`src/design/dcs_pkg.sv`:
```
`timescale 1ns / 1ps

package dcs_pkg;

  typedef enum logic [1:0] {
    CMD_START      = 2'd0,
    CMD_STOP       = 2'd1,
    CMD_SAMPLE_ONE = 2'd2,
    CMD_SAMPLE_TWO = 2'd3
  } cmd_e;

  // One unit of text work handed from the front to the back
  typedef struct packed {
    logic       pre_mark;   // "@" LF CR ahead of the sample line
    logic       sample;     // sample line present
    logic       chan_two;   // channel digit is '2', else '1'
    logic [3:0] d_hund;
    logic [3:0] d_tens;
    logic [3:0] d_ones;
    logic       post_mark;  // "#" LF CR at the end
  } job_t;

  typedef enum logic [3:0] {
    STEP_AT,
    STEP_AT_LF,
    STEP_AT_CR,
    STEP_CHAN,
    STEP_COLON,
    STEP_SPACE,
    STEP_HUND,
    STEP_TENS,
    STEP_ONES,
    STEP_LF,
    STEP_CR,
    STEP_HASH,
    STEP_HASH_LF,
    STEP_HASH_CR
  } step_e;

  localparam logic [7:0] CH_AT    = 8'h40;
  localparam logic [7:0] CH_HASH  = 8'h23;
  localparam logic [7:0] CH_COLON = 8'h3A;
  localparam logic [7:0] CH_SPACE = 8'h20;
  localparam logic [7:0] CH_LF    = 8'h0A;
  localparam logic [7:0] CH_CR    = 8'h0D;
  localparam logic [7:0] CH_ZERO  = 8'h30;
  localparam logic [7:0] CH_ONE   = 8'h31;
  localparam logic [7:0] CH_TWO   = 8'h32;

  localparam logic [7:0] RUN_LENGTH_RESET = 8'd10;

endpackage

```
`src/design/dcs_front.sv`:
```
`timescale 1ns / 1ps

module dcs_front #(
  parameter int ADC_BITS = 12
) (
  input  logic                 clk_i,
  input  logic                 rst_ni,
  input  logic                 cfg_we_i,
  input  logic [7:0]           cfg_wdata_i,
  input  logic                 in_valid_i,
  output logic                 in_ready_o,
  input  dcs_pkg::cmd_e        cmd_i,
  input  logic [ADC_BITS-1:0]  sample_i,
  input  logic                 q_full_i,
  output logic                 push_o,
  output dcs_pkg::job_t        job_o
);
  import dcs_pkg::*;

  logic       active_q, active_d;
  logic       exp_two_q, exp_two_d;
  logic [7:0] cnt_one_q, cnt_one_d;
  logic [7:0] cnt_two_q, cnt_two_d;
  logic [7:0] run_len_q;

  logic       accept;
  logic [7:0] top_val;
  logic [1:0] hund;
  logic [6:0] rem;
  logic [14:0] tens_prod;
  logic [3:0] tens;
  logic [7:0] tens_x10;
  logic [3:0] ones;
  logic [7:0] cnt_two_inc;

  assign in_ready_o = !q_full_i;
  assign accept     = in_valid_i && in_ready_o;

  // Decimal split of the kept byte; rem*205>>11 is rem/10 for rem below 100
  assign top_val   = sample_i[ADC_BITS-1 -: 8];
  assign hund      = (top_val >= 8'd200) ? 2'd2 : ((top_val >= 8'd100) ? 2'd1 : 2'd0);
  assign rem       = 7'(top_val - 8'(hund) * 8'd100);
  assign tens_prod = 15'(rem) * 15'd205;
  assign tens      = tens_prod[14:11];
  assign tens_x10  = 8'(tens) * 8'd10;
  assign ones      = 4'(8'(rem) - tens_x10);

  assign cnt_two_inc = cnt_two_q + 8'd1;

  always_comb begin
    active_d  = active_q;
    exp_two_d = exp_two_q;
    cnt_one_d = cnt_one_q;
    cnt_two_d = cnt_two_q;
    push_o    = 1'b0;
    job_o.pre_mark  = 1'b0;
    job_o.sample    = 1'b0;
    job_o.chan_two  = 1'b0;
    job_o.d_hund    = {2'b00, hund};
    job_o.d_tens    = tens;
    job_o.d_ones    = ones;
    job_o.post_mark = 1'b0;
    if (accept) begin
      case (cmd_i)
        CMD_START: begin
          active_d  = 1'b1;
          exp_two_d = 1'b0;
          cnt_one_d = '0;
          cnt_two_d = '0;
        end
        CMD_STOP: begin
          if (active_q) begin
            push_o          = 1'b1;
            job_o.post_mark = 1'b1;
            active_d        = 1'b0;
          end
        end
        CMD_SAMPLE_ONE: begin
          if (active_q && !exp_two_q && (cnt_one_q < run_len_q)) begin
            push_o         = 1'b1;
            job_o.pre_mark = (cnt_one_q == 8'd0);
            job_o.sample   = 1'b1;
            cnt_one_d      = cnt_one_q + 8'd1;
            exp_two_d      = 1'b1;
          end
        end
        CMD_SAMPLE_TWO: begin
          if (active_q && exp_two_q && (cnt_two_q < run_len_q)) begin
            push_o          = 1'b1;
            job_o.sample    = 1'b1;
            job_o.chan_two  = 1'b1;
            job_o.post_mark = (cnt_two_inc == run_len_q);
            cnt_two_d       = cnt_two_inc;
            exp_two_d       = 1'b0;
            if (cnt_two_inc == run_len_q) begin
              active_d = 1'b0;
            end
          end
        end
        default: begin
          active_d = active_q;
        end
      endcase
    end
  end

  always_ff @(posedge clk_i or negedge rst_ni) begin
    if (!rst_ni) begin
      active_q  <= 1'b0;
      exp_two_q <= 1'b0;
      cnt_one_q <= '0;
      cnt_two_q <= '0;
      run_len_q <= RUN_LENGTH_RESET;
    end else begin
      active_q  <= active_d;
      exp_two_q <= exp_two_d;
      cnt_one_q <= cnt_one_d;
      cnt_two_q <= cnt_two_d;
      if (cfg_we_i) begin
        run_len_q <= cfg_wdata_i;
      end
    end
  end

endmodule

```
`src/design/dcs_queue.sv`:
```
`timescale 1ns / 1ps

module dcs_queue #(
  parameter int DEPTH = 4
) (
  input  logic          clk_i,
  input  logic          rst_ni,
  input  logic          push_i,
  input  dcs_pkg::job_t push_job_i,
  input  logic          pop_i,
  output dcs_pkg::job_t head_o,
  output logic          full_o,
  output logic          empty_o
);
  import dcs_pkg::*;

  localparam int PtrW = (DEPTH > 1) ? $clog2(DEPTH) : 1;
  localparam int CntW = $clog2(DEPTH + 1);
  localparam logic [PtrW-1:0] LastPtr = PtrW'(DEPTH - 1);

  job_t            slots_q [DEPTH];
  logic [PtrW-1:0] wr_ptr_q, rd_ptr_q;
  logic [CntW-1:0] count_q;

  assign full_o  = (count_q == CntW'(DEPTH));
  assign empty_o = (count_q == '0);
  assign head_o  = slots_q[rd_ptr_q];

  always_ff @(posedge clk_i) begin
    if (push_i) begin
      slots_q[wr_ptr_q] <= push_job_i;
    end
  end

  always_ff @(posedge clk_i or negedge rst_ni) begin
    if (!rst_ni) begin
      wr_ptr_q <= '0;
      rd_ptr_q <= '0;
      count_q  <= '0;
    end else begin
      if (push_i) begin
        wr_ptr_q <= (wr_ptr_q == LastPtr) ? '0 : wr_ptr_q + 1'b1;
      end
      if (pop_i) begin
        rd_ptr_q <= (rd_ptr_q == LastPtr) ? '0 : rd_ptr_q + 1'b1;
      end
      case ({push_i, pop_i})
        2'b10:   count_q <= count_q + 1'b1;
        2'b01:   count_q <= count_q - 1'b1;
        default: count_q <= count_q;
      endcase
    end
  end

  a_no_push_full: assert property (@(posedge clk_i) disable iff (!rst_ni)
    push_i |-> !full_o) else $error("queue written while full");
  a_no_pop_empty: assert property (@(posedge clk_i) disable iff (!rst_ni)
    pop_i |-> !empty_o) else $error("queue read while empty");
  a_count_track: assert property (@(posedge clk_i) disable iff (!rst_ni)
    (push_i && !pop_i) |=> (count_q == $past(count_q) + 1'b1))
    else $error("queue fill count out of step");

endmodule

```
`src/design/dcs_back.sv`:
```
`timescale 1ns / 1ps

module dcs_back (
  input  logic          clk_i,
  input  logic          rst_ni,
  input  dcs_pkg::job_t head_i,
  input  logic          empty_i,
  output logic          pop_o,
  output logic          out_valid_o,
  input  logic          out_ready_i,
  output logic [7:0]    out_char_o,
  output logic          out_last_o
);
  import dcs_pkg::*;

  logic       in_job_q;
  step_e      step_q;
  step_e      cur_step, nxt_step;
  logic       done;
  logic       load;
  logic [7:0] chr;
  logic       valid_q, last_q;
  logic [7:0] char_q;

  assign load = !empty_i && (!valid_q || out_ready_i);

  always_comb begin
    if (in_job_q) begin
      cur_step = step_q;
    end else if (head_i.pre_mark) begin
      cur_step = STEP_AT;
    end else if (head_i.sample) begin
      cur_step = STEP_CHAN;
    end else begin
      cur_step = STEP_HASH;
    end
  end

  // Next step; sections that the job lacks are skipped
  always_comb begin
    done     = 1'b0;
    nxt_step = cur_step;
    case (cur_step)
      STEP_AT_CR: begin
        if (head_i.sample) begin
          nxt_step = STEP_CHAN;
        end else if (head_i.post_mark) begin
          nxt_step = STEP_HASH;
        end else begin
          done = 1'b1;
        end
      end
      STEP_CR: begin
        if (head_i.post_mark) begin
          nxt_step = STEP_HASH;
        end else begin
          done = 1'b1;
        end
      end
      STEP_HASH_CR: begin
        done = 1'b1;
      end
      default: begin
        nxt_step = step_e'(cur_step + 4'd1);
      end
    endcase
  end

  always_comb begin
    case (cur_step)
      STEP_AT:      chr = CH_AT;
      STEP_AT_LF:   chr = CH_LF;
      STEP_AT_CR:   chr = CH_CR;
      STEP_CHAN:    chr = head_i.chan_two ? CH_TWO : CH_ONE;
      STEP_COLON:   chr = CH_COLON;
      STEP_SPACE:   chr = CH_SPACE;
      STEP_HUND:    chr = CH_ZERO + 8'(head_i.d_hund);
      STEP_TENS:    chr = CH_ZERO + 8'(head_i.d_tens);
      STEP_ONES:    chr = CH_ZERO + 8'(head_i.d_ones);
      STEP_LF:      chr = CH_LF;
      STEP_CR:      chr = CH_CR;
      STEP_HASH:    chr = CH_HASH;
      STEP_HASH_LF: chr = CH_LF;
      STEP_HASH_CR: chr = CH_CR;
      default:      chr = CH_CR;
    endcase
  end

  assign pop_o = load && done;

  always_ff @(posedge clk_i or negedge rst_ni) begin
    if (!rst_ni) begin
      in_job_q <= 1'b0;
      step_q   <= STEP_AT;
      valid_q  <= 1'b0;
    end else begin
      if (load) begin
        in_job_q <= !done;
        step_q   <= nxt_step;
        valid_q  <= 1'b1;
      end else if (out_ready_i) begin
        valid_q  <= 1'b0;
      end
    end
  end

  always_ff @(posedge clk_i) begin
    if (load) begin
      char_q <= chr;
      last_q <= done;
    end
  end

  assign out_valid_o = valid_q;
  assign out_char_o  = char_q;
  assign out_last_o  = last_q;

  a_hold_on_stall: assert property (@(posedge clk_i) disable iff (!rst_ni)
    (valid_q && !out_ready_i) |=> !$past(load)) else $error("output overwritten");
  a_pop_ends_line: assert property (@(posedge clk_i) disable iff (!rst_ni)
    pop_o |=> (valid_q && last_q)) else $error("job retired without last flag");
  a_mid_job: assert property (@(posedge clk_i) disable iff (!rst_ni)
    in_job_q |-> !empty_i) else $error("job in progress with empty queue");

endmodule

```
`src/design/dual_channel_sample_ascii_sequencer.sv`:
```
`timescale 1ns / 1ps

// Start/stop/sample sequencer with a text output stream. Commands arrive on
// s_axis_tuser (start, stop, channel one sample, channel two sample) with the
// ADC word on s_axis_tdata; each command is taken while the queue is not
// full and turned into 0 to 11 ASCII characters, given out one per cycle
// on m_axis while m_axis_tready is high, with tlast on the final character
// of each command. A sample command costs 8 characters, plus 3 for the
// opening "@" line and 3 for the closing "#" line, so the sustained rate is
// set by the one-character-per-cycle output. A QUEUE_DEPTH job queue lets
// commands that produce no text, and short bursts, be taken while earlier text goes out.
module dual_channel_sample_ascii_sequencer #(
  parameter int ADC_BITS    = 12,
  parameter int QUEUE_DEPTH = 4
) (
  input  logic                                clk_i,
  input  logic                                rst_ni,
  input  logic                                cfg_we_i,
  input  logic [7:0]                          cfg_wdata_i,   // run_length
  input  logic                                s_axis_tvalid,
  output logic                                s_axis_tready,
  input  logic [((ADC_BITS + 7) / 8) * 8-1:0] s_axis_tdata,  // [ADC_BITS-1:0] sample
  input  logic [1:0]                          s_axis_tuser,  // [1:0] command
  output logic                                m_axis_tvalid,
  input  logic                                m_axis_tready,
  output logic [7:0]                          m_axis_tdata,  // [7:0] char_out
  output logic                                m_axis_tlast
);
  import dcs_pkg::*;

  logic push, pop, q_full, q_empty;
  job_t push_job, head_job;

  dcs_front #(
    .ADC_BITS (ADC_BITS)
  ) u_front (
    .clk_i       (clk_i),
    .rst_ni      (rst_ni),
    .cfg_we_i    (cfg_we_i),
    .cfg_wdata_i (cfg_wdata_i),
    .in_valid_i  (s_axis_tvalid),
    .in_ready_o  (s_axis_tready),
    .cmd_i       (cmd_e'(s_axis_tuser)),
    .sample_i    (s_axis_tdata[ADC_BITS-1:0]),
    .q_full_i    (q_full),
    .push_o      (push),
    .job_o       (push_job)
  );

  dcs_queue #(
    .DEPTH (QUEUE_DEPTH)
  ) u_queue (
    .clk_i      (clk_i),
    .rst_ni     (rst_ni),
    .push_i     (push),
    .push_job_i (push_job),
    .pop_i      (pop),
    .head_o     (head_job),
    .full_o     (q_full),
    .empty_o    (q_empty)
  );

  dcs_back u_back (
    .clk_i       (clk_i),
    .rst_ni      (rst_ni),
    .head_i      (head_job),
    .empty_i     (q_empty),
    .pop_o       (pop),
    .out_valid_o (m_axis_tvalid),
    .out_ready_i (m_axis_tready),
    .out_char_o  (m_axis_tdata),
    .out_last_o  (m_axis_tlast)
  );

endmodule
```
`config.mk`:
```
export PLATFORM = sky130hd
export DESIGN_NAME = dual_channel_sample_ascii_sequencer
export DESIGN_NICKNAME = d
export VERILOG_FILES = /design/src/design/dcs_pkg.sv /design/src/design/dcs_front.sv /design/src/design/dcs_queue.sv /design/src/design/dcs_back.sv /design/src/design/dual_channel_sample_ascii_sequencer.sv
export SDC_FILE = /design/constraint.sdc
export NUM_CORES = 1
export LEC_CHECK = 0
export BUFFER_PORTS_ARGS = -buffer_cell sky130_fd_sc_hd__buf_2
export CORE_ASPECT_RATIO = 0.9
export CORE_MARGIN = 2
export CORE_UTILIZATION = 45
export CTS_BUF_LIST = sky130_fd_sc_hd__clkbuf_8
export DETAILED_ROUTE_END_ITERATION = 10
export PLACE_DENSITY_LB_ADDON = 0.15
export SLEW_MARGIN = 20
export SYNTH_ARGS = -nofsm -noshare
export SYNTH_HDL_FRONTEND = slang
export SYNTH_SLANG_ARGS = --single-unit
export TNS_END_PERCENT = 20
```
`constraint.sdc`:
```
create_clock -name clk_i -period 3.7 [get_ports clk_i]
set_input_delay 0.74 -clock clk_i [delete_from_list [all_inputs] [get_ports clk_i]]
set_output_delay 0.74 -clock clk_i [all_outputs]
set_load 0.02 [all_outputs]
```
**Yosys cells after proc, flatten, opt, wreduce, memory -nomap -nowiden**

Memory sizes are Yosys's and may differ from the RTL's.
Index checks and enable logic that the tools add are counted.

- Bits in writable memories: 56
- Bits in registers: 48
- Input bits: 31
- Output and inout bits: 11
- Memories kept: 1

Memories:

| name | depth | width | rd ports | clocked after Yosys merged registers in | write ports | RTL line | text |
|---|---|---|---|---|---|---|---|
| u_queue.slots_q | 4 | 14 | 1 | 0 | 1 | dcs_queue.sv:21 | `job_t slots_q [DEPTH];` |

- $lt $le $gt $ge: 4
- Muxes and demuxes: 44
- $add $sub $neg: 12
- Equality and inequality tests: 25
- Reduce and logical (&&, ||, !) cells: 28
- Multiply operators: 3

Operators with widths:

| operator | count |
|---|---|
| one-hot mux 8 bit (9 select lines) | 1 |
| one-hot mux 8 bit (2 select lines) | 2 |
| equality test 4 bit, second input constant | 6 |
| adder 6 x 4 -> 7 bit, first input constant | 3 |
| two-way mux 4 bit | 5 |
| two-way mux 1 bit | 19 |
| adder 8 x 1 -> 8 bit, second input constant | 2 |
| equality test 4 x 3 -> 1 bit, second input constant | 4 |
| < comparator 8 bit | 2 |
| two-way mux 8 bit | 2 |
| multiplier 7 x 8 -> 15 bit, second input constant | 1 |
| two-way mux 2 bit | 6 |
| one-hot mux 1 bit (3 select lines) | 4 |
| one-hot mux 4 bit (3 select lines) | 1 |
| equality test 2 bit, second input constant | 5 |
| equality test 4 x 2 -> 1 bit, second input constant | 2 |
| equality test 8 bit | 1 |
| greater-or-equal comparator 8 x 7 -> 1 bit, second input constant | 1 |
| greater-or-equal comparator 8 bit, second input constant | 1 |
| logical NOT 8 bit | 1 |
| AND reduction 4 bit | 2 |
| nonzero test 2 bit | 4 |
| logical AND 1 bit | 7 |
| subtractor 7 bit | 1 |
| 22 further kinds | 33 |

**Longest topological paths before layout**

An unclocked memory read counts as a cell.

- Word-level depth: 9
- Depth in mapped cells: 28
- Mapped depth without buffers: 28

**Modules after synthesis**

From an unflattened synthesis, not the netlist that was laid out.

- Cell total of the unflattened synthesis: 573
- Area, all modules: 6751.5 µm²

Modules (own cells, without submodules):

| module | seq. area each (µm²) | instances | cells an instance | area an instance (µm²) |
|---|---|---|---|---|
| dcs_front | 653.1 | 1 | 347 | 3024.2 |
| dcs_queue | 2097.0 | 1 | 122 | 2768.9 |
| dcs_back | 390.4 | 1 | 104 | 958.4 |

**Worst setup path after synthesis**

Ideal clock, no wire load.

- Path type: in2reg
- Start point: input s_axis_tdata[8]
- End point: memory u_queue.slots_q[0][4] (netlist bit) (data pin)
- Cell stages on the path: 27
- Data arrival time: 6.047 ns
- Setup slack: -2.624 ns
- Cell sequence: o31a_1 > nand2_1 > o21a_1 > inv_1 > ha_1 > fa_1 > nand2b_1 > a21oi_1 > xnor2_1 > ha_1 > ha_1 > fa_1 > inv_1 > fa_1 > inv_1 > ha_1 > a211oi_1 > a211oi_1 > nand4_1 > o21ai_0 > nor3_1 > a21oi_1 > ha_1 > inv_1 > fa_1 > xnor2_1 > xnor3_1

RTL lines:

| element | RTL line | text |
|---|---|---|
| from (decl) | dual_channel_sample_ascii_sequencer.sv:22 | `input logic [((ADC_BITS + 7) / 8) * 8-1:0] s_axis_tdata,` |
| to (decl) | dcs_queue.sv:21 |  |

==> flow_metrics.env <==
export IMPL_status="finished, violations left"
export IMPL_violations="setup timing"
export IMPL_synth_seq_cells=103
export IMPL_io_buffers=32
export IMPL_grt_usage_pct=18.56
export IMPL_boundaryPins=42
export IMPL_syn_num_nets=670
export IMPL_antenna_left=0
export IMPL_path_clk_slew_ps=110
export IMPL_overflow=0
export IMPL_placed_area_mm2=0.007087
export IMPL_start_util_pct=45.81
export IMPL_drtIter0Drc=171
export IMPL_fin_skew_ps=18.54
export IMPL_max_vdd_ir_drop_mv=0.3295
export IMPL_synth_area_leaders="edfxtp_1, dfrtp_1, ha_1"
export IMPL_crit_path_start_kind="input pin"
export IMPL_postSynthAreaPerCell_um2=11.31
export IMPL_crit_path_top_delay_cell="fa_1"
export IMPL_ys_flop_type="edfxtp_1"
export IMPL_drt_pre_antenna_iters=4
export IMPL_tightest_slew_ps=934.6
export IMPL_synth_cells=563
export IMPL_regToRegStartpoint="u_queue.rd_ptr_q[0]"
export IMPL_fin_ws_ps=-2041
export IMPL_hold_viol=0
export IMPL_ff2ff_setup_slack_ps=380
export IMPL_synth_warnings=0
export IMPL_hold_class="input pin to async pin"
export IMPL_finalSetupTns_ps=-41370
export IMPL_ys_top_cells_by_count="ha_1, edfxtp_1, inv_1, nand2_1, o21ai_0"
export IMPL_layout_drive_gt1_share_pct=24.53
export IMPL_cts_root_buf="clkbuf_8"
export IMPL_viasPerCell=5.329
export IMPL_synth_top_cell_by_area="edfxtp_1"
export IMPL_yosysMostFrequentCell="ha_1"
export IMPL_cts_buffers=9
export IMPL_dp_hpwl_um=9741
export IMPL_clock_fmax_mhz=174.2
export IMPL_grt_pass1_wl_um=21720
export IMPL_endpoint_kind="flip-flop"
export IMPL_crit_path_max_incr_delay_ps=500
export IMPL_synth_edf_count=64
export IMPL_drc=0
export IMPL_min_period_over_period_pct=155.2
export IMPL_cp_data_arrival_time_ps=5860
export IMPL_core_area_mm2=0.01390
export IMPL_p_per_area_mw_per_mm2=752.7
export IMPL_grt_pass1_vias=4332
export IMPL_slew_limit_headroom_pct=37.69
export IMPL_max_cap_viol_count=0
export IMPL_num_antenna_cells=0
export IMPL_wl_per_cell_um=15.68
export IMPL_area_growth_pct=17.92
export IMPL_cts_htree_levels=3
export IMPL_r2r_end="u_queue.count_q[2]"
export IMPL_synth_top_cell_area_share_pct=30.18
export IMPL_period_needed_ps=5741
export IMPL_cp_common_cell="ha_4"
export IMPL_netlist_area_mm2=0.006369
export IMPL_path_buf_inv=5
export IMPL_crit_family="adder cells"
export IMPL_synthArstFlopShare_pct=37.86
export IMPL_fill_cells=1199
export IMPL_clk_latency_ps=380
export IMPL_clkSinkCount=103
export IMPL_final_cells=837
export IMPL_crit_fanout=4
export IMPL_grt_max_degree=40
export IMPL_rsz0062_at_grt="true"
export IMPL_die_area_mm2=0.01512
export IMPL_die_w_um=129.4
export IMPL_tritoncts="built"
export IMPL_cts_hold_buf=0
export IMPL_ys_seq_area_share_pct=45.54
export IMPL_criticalPathCategory="input pin to flip-flop"
export IMPL_postLayoutCellArea_mm2=0.007510
export IMPL_critPathRequiredTime_ps=3820
export IMPL_synth_cell_type_count=69
export IMPL_wl_um=13120
export IMPL_nNetsFinal=746
export IMPL_num_rows=41
export IMPL_place_gp_congestion=0.8237
export IMPL_die_h_um=116.9
export IMPL_cts_buffer_depth=2
export IMPL_cellLeakagePower_uw=0.003280
export IMPL_ff2ff_path_depth=14
export IMPL_place_inst=812
export IMPL_num_vias=4460
export IMPL_drv_slew=0
export IMPL_final_util_pct=54.02
export IMPL_setup_viol=28
export IMPL_antenna_found_initial=0
through the flow:
step | total power (uW) | hold WS (ps) | setup WS (ps)
3_5_place_dp | 4630 | 505.0 | -2584
2_1_floorplan | 3808 | 444.4 | -2264
5_1_grt | 6105 | 537.5 | -2282
4_1_cts | 5674 | 505.7 | -2079
3_3_place_gp | 4545 | 495.0 | -2437
6_report | 5653 | 490.7 | -2041
how the worst max path moves through the flow:
stage | depth (start not counted) | to | from | slack (ps)
after floorplan | 27 | u_queue.slots_q[0][4] | s_axis_tdata[6] | -2260
after global placement | 28 | u_queue.slots_q[0][4] | s_axis_tdata[6] | -2440
after detailed placement | 29 | u_queue.slots_q[3][4] | s_axis_tdata[8] | -2580
after CTS | 28 | u_queue.slots_q[2][4] | s_axis_tdata[6] | -2080
after global routing | 28 | u_queue.slots_q[0][4] | s_axis_tdata[6] | -2280
final | 27 | u_queue.slots_q[0][4] | s_axis_tdata[6] | -2040
cell type report:
type,instances,area (um^2),share of cell area (%)
multi-input combinational,381,3341,44.49
sequential,103,2900,38.62
tap,193,241.5,3.216
inverter,61,229.0,3.049
timing repair buffer,83,565.5,7.531
clock inverter,7,108.9,1.450
clock buffer,9,123.9,1.649
power breakdown:
part           leakage, uW  switching, uW  internal [uW]
Combinational      0.00208           1610           1400
Clock             0.000119            420            398
Sequential         0.00108            137           1690
Total              0.00328           2170           3490
flip-flops by register name, indices dropped and copies added, names as in the netlist, 2 cells and up:
signal and cells:
u_queue.rd_ptr_q 2, u_front.cnt_one_q 8, u_queue.count_q 3, u_back.out_char_o 7
u_front.cnt_two_q 8, u_queue.wr_ptr_q 2, u_front.run_len_q 8, u_back.step_q 4
u_queue.slots_q 56
cells by family (layout without fill, tap and decap cells):
kind of cell    after synthesis  after routing  synth area share (%)
fa+ha+maj                    77             77                 16.39
other cells                   1              1               0.05888
mux                          22             22                 6.424
xor+xnor                     21             21                 3.104
compound gates              122            122                 12.77
buf+inv                      79            160                 4.794
flops                       103            103                 45.54
simple gates                138            138                 10.92
routing by layer:
layer	share of wire (%)	vias up	GRT usage [%]
met3	3.3	11	3.909
met5	0	-	0
li1	-	2213	-
met2	46	76	29.16
met4	1.1	0	4.275
met1	50	2160	26.71
what timing repair did:
item | in CTS | in global routing
buffers inserted | 6 | 3
pin swaps | 21 | 8
gates cloned | 0 | 0
resized for setup | 16 | 3
endpoints found under the setup margin | 28 | 28
cell usage in the layout, fill, tap and decap left out, types with 5 or more instances in the layout:
| cell type | netlist | layout |
|---|---|---|
| xor2_1 | 10 | 9 |
| nand3_1 | 13 | 13 |
| nor3_1 | 8 | 6 |
| nor2_1 | 27 | 27 |
| dfrtp_1 | 37 | 37 |
| a21oi_2 | 2 | 6 |
| o31ai_1 | 5 | 5 |
| inv_1 | 61 | 58 |
| a21o_1 | 5 | 5 |
| edfxtp_1 | 64 | 64 |
| nand2_1 | 43 | 42 |
| and2_1 | 8 | 8 |
| mux4_2 | 14 | 14 |
| ha_1 | 65 | 60 |
| and3_1 | 8 | 7 |
| clkbuf_8 | 0 | 9 |
| buf_4 | 1 | 50 |
| fa_1 | 11 | 9 |
| buf_2 | 4 | 29 |
| a31oi_1 | 7 | 7 |
| ha_4 | 0 | 5 |
| o21ai_0 | 41 | 39 |
| xnor2_1 | 10 | 6 |
| nand4_1 | 5 | 5 |
| a21oi_1 | 19 | 14 |
| o21a_1 | 6 | 6 |
Note: power is estimated with default switching activity, not from simulation.
